## src/design/pfs_pkg.sv

```systemverilog
`timescale 1ns / 1ps
`default_nettype none
// ----------------------------------------------------------------------------
// pfs_pkg
// Shared types, codes and helpers for the phasor frame serializer.
// ----------------------------------------------------------------------------
package pfs_pkg;

    // input item kinds
    localparam logic [1:0] KIND_HEADER  = 2'd0;
    localparam logic [1:0] KIND_CHANNEL = 2'd1;
    localparam logic [1:0] KIND_TAIL    = 2'd2;

    // configuration register indexes
    localparam logic REG_STATION_ID = 1'b0;
    localparam logic REG_SUM_ENABLE = 1'b1;

    localparam logic [7:0]  SYNC_HI      = 8'hAA;
    localparam logic [7:0]  SYNC_LO      = 8'h01;
    localparam int          FRAME_BASE   = 32;
    localparam logic [10:0] MS_PER_S     = 11'd1000;
    localparam logic [9:0]  US_PER_MS    = 10'd1000;
    localparam int          QUEUE_DEPTH  = 2;
    localparam int          DIV_STEPS    = 2;
    // ceil(2^38 / 1000), exact quotient for every 32-bit timestamp
    localparam logic [28:0] DIV_MAGIC    = 29'd274877907;

    // last byte index of a header, a data entry and a tail with checksum
    localparam logic [3:0] HDR_LAST_IDX  = 4'd13;
    localparam logic [3:0] DATA_LAST_IDX = 4'd7;
    localparam logic [3:0] SUM_LAST_IDX  = 4'd9;

    typedef enum logic [1:0] {
        ENT_HEADER,
        ENT_CHANNEL,
        ENT_TAIL
    } entry_op_t;

    typedef struct packed {
        entry_op_t   op;
        logic [31:0] first_word;   // seconds for a header
        logic [31:0] second_word;  // microseconds for a header
    } entry_t;

    typedef struct packed {
        logic valid;
        logic full;
    } queue_status_t;

    typedef enum logic [1:0] {
        FRONT_IDLE,
        FRONT_DIV,
        FRONT_DONE
    } front_state_t;

    // byte k of a word, most significant first
    function automatic logic [7:0] word_byte(input logic [31:0] w, input logic [1:0] k);
        logic [7:0] b;
        case (k)
            2'd0:    b = w[31:24];
            2'd1:    b = w[23:16];
            2'd2:    b = w[15:8];
            default: b = w[7:0];
        endcase
        return b;
    endfunction

endpackage
`default_nettype wire

```

## src/design/pfs_front.sv

```systemverilog
`timescale 1ns / 1ps
`default_nettype none
// ----------------------------------------------------------------------------
// pfs_front
// Accepts items, splits header timestamps into seconds and microseconds by a
// reciprocal multiply, then a remainder, and pushes work entries into the queue.
// ----------------------------------------------------------------------------
module pfs_front
(
    input  wire logic                  clk,
    input  wire logic                  rst_n,
    input  wire logic                  in_valid,
    output logic                       in_stall,
    input  wire logic [1:0]            kind,
    input  wire logic [31:0]           time_ms,
    input  wire logic [31:0]           first_word,
    input  wire logic [31:0]           second_word,
    input  pfs_pkg::queue_status_t     queue_status,
    output logic                       push_valid,
    output pfs_pkg::entry_t            push_entry
);

    pfs_pkg::front_state_t state_reg;
    pfs_pkg::front_state_t state_next;
    logic        count_reg;
    logic [31:0] ms_reg;
    logic [9:0]  rem_reg;
    logic [22:0] quo_reg;

    logic        accept;
    logic        hdr_accept;
    logic [60:0] prod;
    logic [33:0] quo_ms;
    logic [31:0] ms_diff;
    logic [19:0] usec;

    assign accept     = in_valid && !in_stall;
    assign hdr_accept = accept && (kind == pfs_pkg::KIND_HEADER);

    // first step: quotient by reciprocal, shift by 38
    // second step: remainder from the quotient
    assign prod    = ms_reg * pfs_pkg::DIV_MAGIC;
    assign quo_ms  = quo_reg * pfs_pkg::MS_PER_S;
    assign ms_diff = ms_reg - quo_ms[31:0];
    assign usec    = rem_reg * pfs_pkg::US_PER_MS;

    always_comb
    begin
        state_next = state_reg;
        case (state_reg)
            pfs_pkg::FRONT_IDLE:
            begin
                if (hdr_accept)
                    state_next = pfs_pkg::FRONT_DIV;
            end
            pfs_pkg::FRONT_DIV:
            begin
                if (count_reg == 1'(pfs_pkg::DIV_STEPS - 1))
                    state_next = pfs_pkg::FRONT_DONE;
            end
            pfs_pkg::FRONT_DONE:
            begin
                if (!queue_status.full)
                    state_next = pfs_pkg::FRONT_IDLE;
            end
            default: state_next = pfs_pkg::FRONT_IDLE;
        endcase
    end

    always_comb
    begin
        in_stall                = 1'b1;
        push_valid              = 1'b0;
        push_entry.op           = pfs_pkg::ENT_CHANNEL;
        push_entry.first_word   = first_word;
        push_entry.second_word  = second_word;
        case (state_reg)
            pfs_pkg::FRONT_IDLE:
            begin
                in_stall   = queue_status.full;
                push_valid = in_valid && !queue_status.full &&
                             (kind == pfs_pkg::KIND_CHANNEL || kind == pfs_pkg::KIND_TAIL);
                push_entry.op = (kind == pfs_pkg::KIND_TAIL) ? pfs_pkg::ENT_TAIL
                                                             : pfs_pkg::ENT_CHANNEL;
            end
            pfs_pkg::FRONT_DONE:
            begin
                push_valid             = !queue_status.full;
                push_entry.op          = pfs_pkg::ENT_HEADER;
                push_entry.first_word  = 32'(quo_reg);
                push_entry.second_word = 32'(usec);
            end
            default:
            begin
                in_stall = 1'b1;
            end
        endcase
    end

    always_ff @(posedge clk or negedge rst_n)
    begin
        if (!rst_n)
        begin
            state_reg <= pfs_pkg::FRONT_IDLE;
            count_reg <= '0;
        end
        else
        begin
            state_reg <= state_next;
            if (hdr_accept)
                count_reg <= '0;
            else if (state_reg == pfs_pkg::FRONT_DIV)
                count_reg <= count_reg + 1'd1;
        end
    end

    always_ff @(posedge clk)
    begin
        if (hdr_accept)
            ms_reg <= time_ms;
        else if (state_reg == pfs_pkg::FRONT_DIV)
        begin
            if (count_reg == '0)
                quo_reg <= prod[60:38];
            else
                rem_reg <= ms_diff[9:0];
        end
    end

endmodule
`default_nettype wire

```

## src/design/pfs_queue.sv

```systemverilog
`timescale 1ns / 1ps
`default_nettype none
// ----------------------------------------------------------------------------
// pfs_queue
// Short first-in first-out queue of work entries between front and back.
// ----------------------------------------------------------------------------
module pfs_queue
(
    input  wire logic              clk,
    input  wire logic              rst_n,
    input  wire logic              push_valid,
    input  pfs_pkg::entry_t        push_entry,
    input  wire logic              pop,
    output pfs_pkg::queue_status_t queue_status,
    output pfs_pkg::entry_t        head
);

    localparam int PTR_W = $clog2(pfs_pkg::QUEUE_DEPTH);
    localparam int CNT_W = $clog2(pfs_pkg::QUEUE_DEPTH + 1);

    pfs_pkg::entry_t slot_reg [pfs_pkg::QUEUE_DEPTH];
    logic [PTR_W-1:0] wr_ptr_reg;
    logic [PTR_W-1:0] rd_ptr_reg;
    logic [CNT_W-1:0] count_reg;

    logic do_push;
    logic do_pop;

    assign queue_status.valid = (count_reg != '0);
    assign queue_status.full  = (count_reg == CNT_W'(pfs_pkg::QUEUE_DEPTH));
    assign do_push = push_valid && !queue_status.full;
    assign do_pop  = pop && queue_status.valid;
    assign head    = slot_reg[rd_ptr_reg];

    always_ff @(posedge clk or negedge rst_n)
    begin
        if (!rst_n)
        begin
            wr_ptr_reg <= '0;
            rd_ptr_reg <= '0;
            count_reg  <= '0;
        end
        else
        begin
            if (do_push)
                wr_ptr_reg <= (wr_ptr_reg == PTR_W'(pfs_pkg::QUEUE_DEPTH - 1))
                              ? '0 : wr_ptr_reg + PTR_W'(1);
            if (do_pop)
                rd_ptr_reg <= (rd_ptr_reg == PTR_W'(pfs_pkg::QUEUE_DEPTH - 1))
                              ? '0 : rd_ptr_reg + PTR_W'(1);
            if (do_push && !do_pop)
                count_reg <= count_reg + CNT_W'(1);
            else if (do_pop && !do_push)
                count_reg <= count_reg - CNT_W'(1);
        end
    end

    always_ff @(posedge clk)
    begin
        if (do_push)
            slot_reg[wr_ptr_reg] <= push_entry;
    end

endmodule
`default_nettype wire

```

## src/design/pfs_back.sv

```systemverilog
`timescale 1ns / 1ps
`default_nettype none
// ----------------------------------------------------------------------------
// pfs_back
// Walks the head entry byte by byte into the output register and keeps the
// running byte sum of the frame.
// ----------------------------------------------------------------------------
module pfs_back
#(
    parameter logic [15:0] FRAME_LEN = 16'd64
)
(
    input  wire logic              clk,
    input  wire logic              rst_n,
    input  pfs_pkg::queue_status_t queue_status,
    input  pfs_pkg::entry_t        head,
    output logic                   pop,
    input  wire logic [15:0]       station_id,
    input  wire logic              sum_enable,
    output logic                   out_valid,
    input  wire logic              out_stall,
    output logic [7:0]             out_byte,
    output logic                   last_byte
);

    logic [3:0]  idx_reg;
    logic [3:0]  idx_next;
    logic [15:0] sum_reg;
    logic [15:0] sum_next;
    logic        out_valid_reg;
    logic        out_valid_next;
    logic [7:0]  out_byte_reg;
    logic        last_byte_reg;

    logic        load;
    logic [3:0]  last_idx;
    logic [3:0]  hdr_k;
    logic [7:0]  sel_byte;
    logic        is_sum_byte;
    logic        is_last;

    assign load  = queue_status.valid && (!out_valid_reg || !out_stall);
    assign hdr_k = idx_reg + 4'd2;

    always_comb
    begin
        case (head.op)
            pfs_pkg::ENT_HEADER: last_idx = pfs_pkg::HDR_LAST_IDX;
            pfs_pkg::ENT_TAIL:   last_idx = sum_enable ? pfs_pkg::SUM_LAST_IDX
                                                       : pfs_pkg::DATA_LAST_IDX;
            default:             last_idx = pfs_pkg::DATA_LAST_IDX;
        endcase
    end

    assign is_sum_byte = (head.op == pfs_pkg::ENT_TAIL) && idx_reg[3];
    assign is_last     = (idx_reg == last_idx);

    always_comb
    begin
        if (head.op == pfs_pkg::ENT_HEADER)
        begin
            case (idx_reg)
                4'd0:    sel_byte = pfs_pkg::SYNC_HI;
                4'd1:    sel_byte = pfs_pkg::SYNC_LO;
                4'd2:    sel_byte = FRAME_LEN[15:8];
                4'd3:    sel_byte = FRAME_LEN[7:0];
                4'd4:    sel_byte = station_id[15:8];
                4'd5:    sel_byte = station_id[7:0];
                4'd6, 4'd7, 4'd8, 4'd9:
                         sel_byte = pfs_pkg::word_byte(head.first_word, hdr_k[1:0]);
                default: sel_byte = pfs_pkg::word_byte(head.second_word, hdr_k[1:0]);
            endcase
        end
        else if (is_sum_byte)
            sel_byte = idx_reg[0] ? sum_reg[7:0] : sum_reg[15:8];
        else if (idx_reg[2])
            sel_byte = pfs_pkg::word_byte(head.second_word, idx_reg[1:0]);
        else
            sel_byte = pfs_pkg::word_byte(head.first_word, idx_reg[1:0]);
    end

    always_comb
    begin
        idx_next       = idx_reg;
        sum_next       = sum_reg;
        out_valid_next = out_valid_reg && out_stall;
        pop            = 1'b0;
        if (load)
        begin
            out_valid_next = 1'b1;
            pop            = is_last;
            idx_next       = is_last ? 4'd0 : idx_reg + 4'd1;
            // a header restarts the sum; checksum bytes stay out of it
            if (head.op == pfs_pkg::ENT_HEADER && idx_reg == 4'd0)
                sum_next = {8'd0, sel_byte};
            else if (!is_sum_byte)
                sum_next = sum_reg + {8'd0, sel_byte};
        end
    end

    always_ff @(posedge clk or negedge rst_n)
    begin
        if (!rst_n)
        begin
            idx_reg       <= '0;
            sum_reg       <= '0;
            out_valid_reg <= 1'b0;
        end
        else
        begin
            idx_reg       <= idx_next;
            sum_reg       <= sum_next;
            out_valid_reg <= out_valid_next;
        end
    end

    always_ff @(posedge clk)
    begin
        if (load)
        begin
            out_byte_reg  <= sel_byte;
            last_byte_reg <= is_last && (head.op == pfs_pkg::ENT_TAIL);
        end
    end

    assign out_valid = out_valid_reg;
    assign out_byte  = out_byte_reg;
    assign last_byte = last_byte_reg;

endmodule
`default_nettype wire

```

## src/design/phasor_frame_serializer.sv

```systemverilog
`timescale 1ns / 1ps
`default_nettype none
// ----------------------------------------------------------------------------
// phasor_frame_serializer
// Serializes header, channel and tail items into the bytes of a phasor data
// frame, most significant byte first.
// ----------------------------------------------------------------------------
// Output runs at one byte per cycle unless stalled or the queue is empty:
// channel and tail items are 8 bytes (10 with the checksum), a header 14.
// Channel and tail items are taken one per cycle while the two-entry queue
// has room. A header holds the input side while a two-step reciprocal multiply
// splits the timestamp into seconds and microseconds, longer while the queue
// is full; the output keeps draining earlier items. The user must write
// configuration only while the block is idle; the block does not enforce it.
// ----------------------------------------------------------------------------
module phasor_frame_serializer
#(
    parameter int CHANNEL_COUNT = 4
)
(
    input  wire logic        clk,
    input  wire logic        rst_n,
    input  wire logic        cfg_write,
    input  wire logic        cfg_index,
    input  wire logic [15:0] cfg_data,
    input  wire logic        in_valid,
    output logic             in_stall,
    input  wire logic [1:0]  kind,
    input  wire logic [31:0] time_ms,
    input  wire logic [31:0] first_word,
    input  wire logic [31:0] second_word,
    output logic             out_valid,
    input  wire logic        out_stall,
    output logic [7:0]       out_byte,
    output logic             last_byte
);

    localparam logic [15:0] FRAME_LEN = 16'(pfs_pkg::FRAME_BASE + 8 * CHANNEL_COUNT);

    logic [15:0] station_id_reg;
    logic        sum_enable_reg;

    pfs_pkg::queue_status_t queue_status;
    pfs_pkg::entry_t        push_entry;
    pfs_pkg::entry_t        head;
    logic                   push_valid;
    logic                   pop;

    always_ff @(posedge clk or negedge rst_n)
    begin
        if (!rst_n)
        begin
            station_id_reg <= 16'd1;
            sum_enable_reg <= 1'b1;
        end
        else if (cfg_write)
        begin
            case (cfg_index)
                pfs_pkg::REG_STATION_ID: station_id_reg <= cfg_data;
                pfs_pkg::REG_SUM_ENABLE: sum_enable_reg <= cfg_data[0];
                default:                 station_id_reg <= station_id_reg;
            endcase
        end
    end

    pfs_front u_front
    (
        .clk          (clk),
        .rst_n        (rst_n),
        .in_valid     (in_valid),
        .in_stall     (in_stall),
        .kind         (kind),
        .time_ms      (time_ms),
        .first_word   (first_word),
        .second_word  (second_word),
        .queue_status (queue_status),
        .push_valid   (push_valid),
        .push_entry   (push_entry)
    );

    pfs_queue u_queue
    (
        .clk          (clk),
        .rst_n        (rst_n),
        .push_valid   (push_valid),
        .push_entry   (push_entry),
        .pop          (pop),
        .queue_status (queue_status),
        .head         (head)
    );

    pfs_back #(
        .FRAME_LEN (FRAME_LEN)
    ) u_back
    (
        .clk          (clk),
        .rst_n        (rst_n),
        .queue_status (queue_status),
        .head         (head),
        .pop          (pop),
        .station_id   (station_id_reg),
        .sum_enable   (sum_enable_reg),
        .out_valid    (out_valid),
        .out_stall    (out_stall),
        .out_byte     (out_byte),
        .last_byte    (last_byte)
    );

endmodule
`default_nettype wire

```

## config.mk

```make
export PLATFORM = sky130hd
export DESIGN_NAME = phasor_frame_serializer
export DESIGN_NICKNAME = d
export VERILOG_FILES = /design/src/design/pfs_pkg.sv /design/src/design/pfs_front.sv /design/src/design/pfs_queue.sv /design/src/design/pfs_back.sv /design/src/design/phasor_frame_serializer.sv
export SDC_FILE = /design/constraint.sdc
export NUM_CORES = 1
export LEC_CHECK = 0
export BUFFER_PORTS_ARGS = -buffer_cell sky130_fd_sc_hd__buf_2
export CAP_MARGIN = 20
export CORE_AREA = 2 2 299 153
export CTS_CLUSTER_SIZE = 16
export DETAILED_ROUTE_END_ITERATION = 6
export DIE_AREA = 0 0 301 155
export PLACE_DENSITY = 0.81
export REMOVE_ABC_BUFFERS = 1
export SYNTH_ARGS = -nofsm -noshare
export SYNTH_HDL_FRONTEND = slang
export SYNTH_SLANG_ARGS = --single-unit
```

## constraint.sdc

```tcl
create_clock -name clk -period 8.4 [get_ports clk]
set_input_delay 1.68 -clock clk [delete_from_list [all_inputs] [get_ports clk]]
set_output_delay 1.68 -clock clk [all_outputs]
set_load 0.005 [all_outputs]
```

==> impl_metrics.csv <==
group,metric,value,unit
placement,place_congestion,1.015,
routing,drt_first_pass_iters,7,
grt,grt_pass1_wl,118600,um
yosys,yosysWarnings,0,
yosys,post-synth-top-area-fraction,23.89,%
sta,hold_violations,0,
final_layout,ff_latch_area,7318,um^2
yosys,ys_types,71,
grt,grt_max_degree,62,
grt,antenna_found_initial,2,
yosys,synth_top_area_cell,"fa_1",
grt,grt_overflow,0,
placement,io_buffers,130,
final_layout,multiInputGateArea,18170,um^2
worst_setup_path,cp-end-kind,"flop",
sta,skew,18.11,ps
clock_tree,worstSkewPairLatency,570,ps
job,maxCapViolCount,0,
final_layout,drive_above_1_share,11.58,%
routing,drt-met1-wl,35720,um
routing,via_per_inst,5.939,
clock_tree,numCtsBuffers,26,
worst_setup_path,crit_path_start_kind,"flop",
sta,setup_viol,0,
floorplan,core_area,44390,um^2
floorplan,ioPinCount,131,
clock_tree,hold_buffers,0,
worst_setup_path,path_class,"reg2reg",
final_layout,finalNetCount,3582,
floorplan,die_w,301,um
worst_hold_path,hp-class,"reg2reg",
floorplan,start_util,62.86,%
sta,timing.fmax,124.7,MHz
placement,dp_hpwl,62600,um
sta,finalMaxSlewViolations,0,
final_layout,area_growth,8.134,%
yosys,synthTopCellsByCount,"inv_1, ha_1, fa_1",
clock_tree,cts.sinks,251,
final_layout,largest_register_ffs,132,
routing,route.met3.wl,10730,um
yosys,synth_area,27900,um^2
yosys,ys_seq_elements,251,
final_layout,fillCellCount,3370,
clock_tree,cts_resized,0,
sta,fin_setup_tns,0,ps
yosys,ys_top_cells_by_area,"fa_1, edfxtp_1, ha_1",
clock_tree,cts.path.max_buffers,3,
floorplan,fp.dieH,155,um
worst_setup_path,critPathRequiredTime,8700,ps
sta,fin_crit,8022,ps
placement,dpl_cell_area,29340,um^2
routing,routed-via-count,19510,
sta,post-route-period-util,95.50,%
routing,wl_per_cell,23.15,um
floorplan,die-area,46660,um^2
routing,highest_layer,"met5",
yosys,avgSynthCellArea,11.03,um^2
yosys,synth_edf_count,206,
yosys,ys_seq_area_share,26.22,%
routing,wl_met2,28320,um
sta,worst_pin_slew,1058,ps
grt,grt_pass1_vias,20230,
clock_tree,post-cts-setup-buffers,0,
yosys,ys.flop_type,"edfxtp_1",
clock_tree,cts_root_buf,"clkbuf_16",
final_layout,postLayoutCellArea,30170,um^2
clock_tree,h-tree-depth,1,
worst_setup_path,path_max_fanout,9,
yosys,synth.most_common_cell,"inv_1",
routing,drc_errors,0,
clock_tree,clkTransAtPathRegs,70,ps
outcome,status,"finished, final reports clean",
worst_setup_path,arrival,8320,ps
sta,rsz0062_at_grt,"no",
routing,postRouteAntennaNets,0,
yosys,ys_async_sr_fraction,17.93,%
final_layout,final_cells,3285,
sta,relSlewSlack,29.44,%
routing,totalWireLength,76050,um
grt,grt_util_all_layers,33.97,%
floorplan,rows,55,
placement,dp.cells,3235,
final_layout,fin_util,67.97,%
yosys,syn-instance-count,2529,
clock_tree,cts_tree,"done",
routing,drt_iter0_drc,2144,
## per-stage QoR
stage	setup WS (ps)	hold slack [ps]
6_report	377.8	489.4
5_1_grt	10.23	501.5
4_1_cts	553.0	487.5
3_5_place_dp	633.5	473.6
3_3_place_gp	651.5	468.8
2_1_floorplan	-557.4	455.7
## final timing paths
| kind | from | to | cells after the start | slack (ps) |
|---|---|---|---|---|
| min in group asynchronous | rst_n | station_id_reg[7]$_DFFE_PN0P_ | 2 | 1220 |
| setup reg to reg | u_front.ms_reg[6]$_DFFE_PP_ | u_front.quo_reg[11]$_DFFE_PP_ | 23 | 380 |
| max in group asynchronous | rst_n | u_queue.rd_ptr_reg$_DFFE_PN0P_ | 2 | 6660 |
| hold / removal | u_back.out_valid$_DFF_PN0_ | u_back.out_valid$_DFF_PN0_ | 2 | 490 |
| setup / recovery | u_front.ms_reg[6]$_DFFE_PP_ | u_front.quo_reg[11]$_DFFE_PP_ | 23 | 380 |
| hold reg to reg | u_back.out_valid$_DFF_PN0_ | u_back.out_valid$_DFF_PN0_ | 2 | 490 |
## layer usage
| layer | vias to the layer above | track usage (%) |
|---|---|---|
| met3 | 90 | 11.07 |
| met4 | 2 | 4.928 |
| met1 | 9716 | 55.60 |
| met5 | - | 2.484 |
| met2 | 1045 | 43.61 |
| li1 | 8655 | - |
## cell families after synthesis
| family | synth area share, % |
|---|---|
| multiplexers | 5.525 |
| AO/OA/AOI/OAI | 7.229 |
| flip-flops | 26.22 |
| adder cells (fa/ha/maj) | 44.65 |
| buffers and inverters | 8.713 |
| XOR/XNOR | 2.072 |
| AND/OR/NAND/NOR | 5.592 |
## final cells by class
| class | instances | area share (%) |
|---|---|---|
| timing repair buffer | 163 | 2.978 |
| clock inverter | 12 | 0.3691 |
| clock buffer | 36 | 2.351 |
| inverter | 589 | 7.328 |
| sequential | 251 | 24.26 |
| multi-input combinational | 1635 | 60.23 |
| antenna | 1 | 0.008294 |
| tap | 598 | 2.480 |
## cells in the final DEF (no fill, tap or decap), types with 12 or more instances in the layout
cell type / Yosys / final
inv_1: 587 / 587
ha_1: 463 / 463
fa_1: 333 / 333
edfxtp_1: 206 / 206
nand2_1: 146 / 146
buf_2: 8 / 130
a21oi_1: 90 / 90
nor2_1: 86 / 85
mux2_2: 66 / 66
o21ai_0: 65 / 65
xnor2_1: 48 / 48
dfrtp_1: 43 / 42
buf_4: 2 / 32
mux2i_1: 28 / 28
and2_1: 28 / 27
clkbuf_16: 0 / 27
mux4_2: 23 / 23
a21o_1: 21 / 21
xor2_1: 18 / 18
o22ai_1: 17 / 17
o21bai_1: 17 / 17
nand3_1: 16 / 16
o211ai_1: 12 / 12
nor3_1: 12 / 12
## worst max-delay path, cell delays in order (launching register included)
cell	delay (ps)
edfxtp_1	730
ha_1	360
fa_1	420
fa_1	490
inv_1	50
fa_1	480
inv_1	60
fa_1	490
inv_1	50
fa_1	530
inv_1	50
fa_1	470
inv_1	50
fa_1	490
inv_1	60
ha_1	310
o21ai_0	470
o21ai_0	430
o41a_1	480
o211ai_2	240
a21oi_2	160
nor3_1	420
o21ai_0	240
xor2_1	200
Power is left out: the tool's default activity adds up to more than one toggle a clock period on the data nets, which glitch-free logic cannot reach.
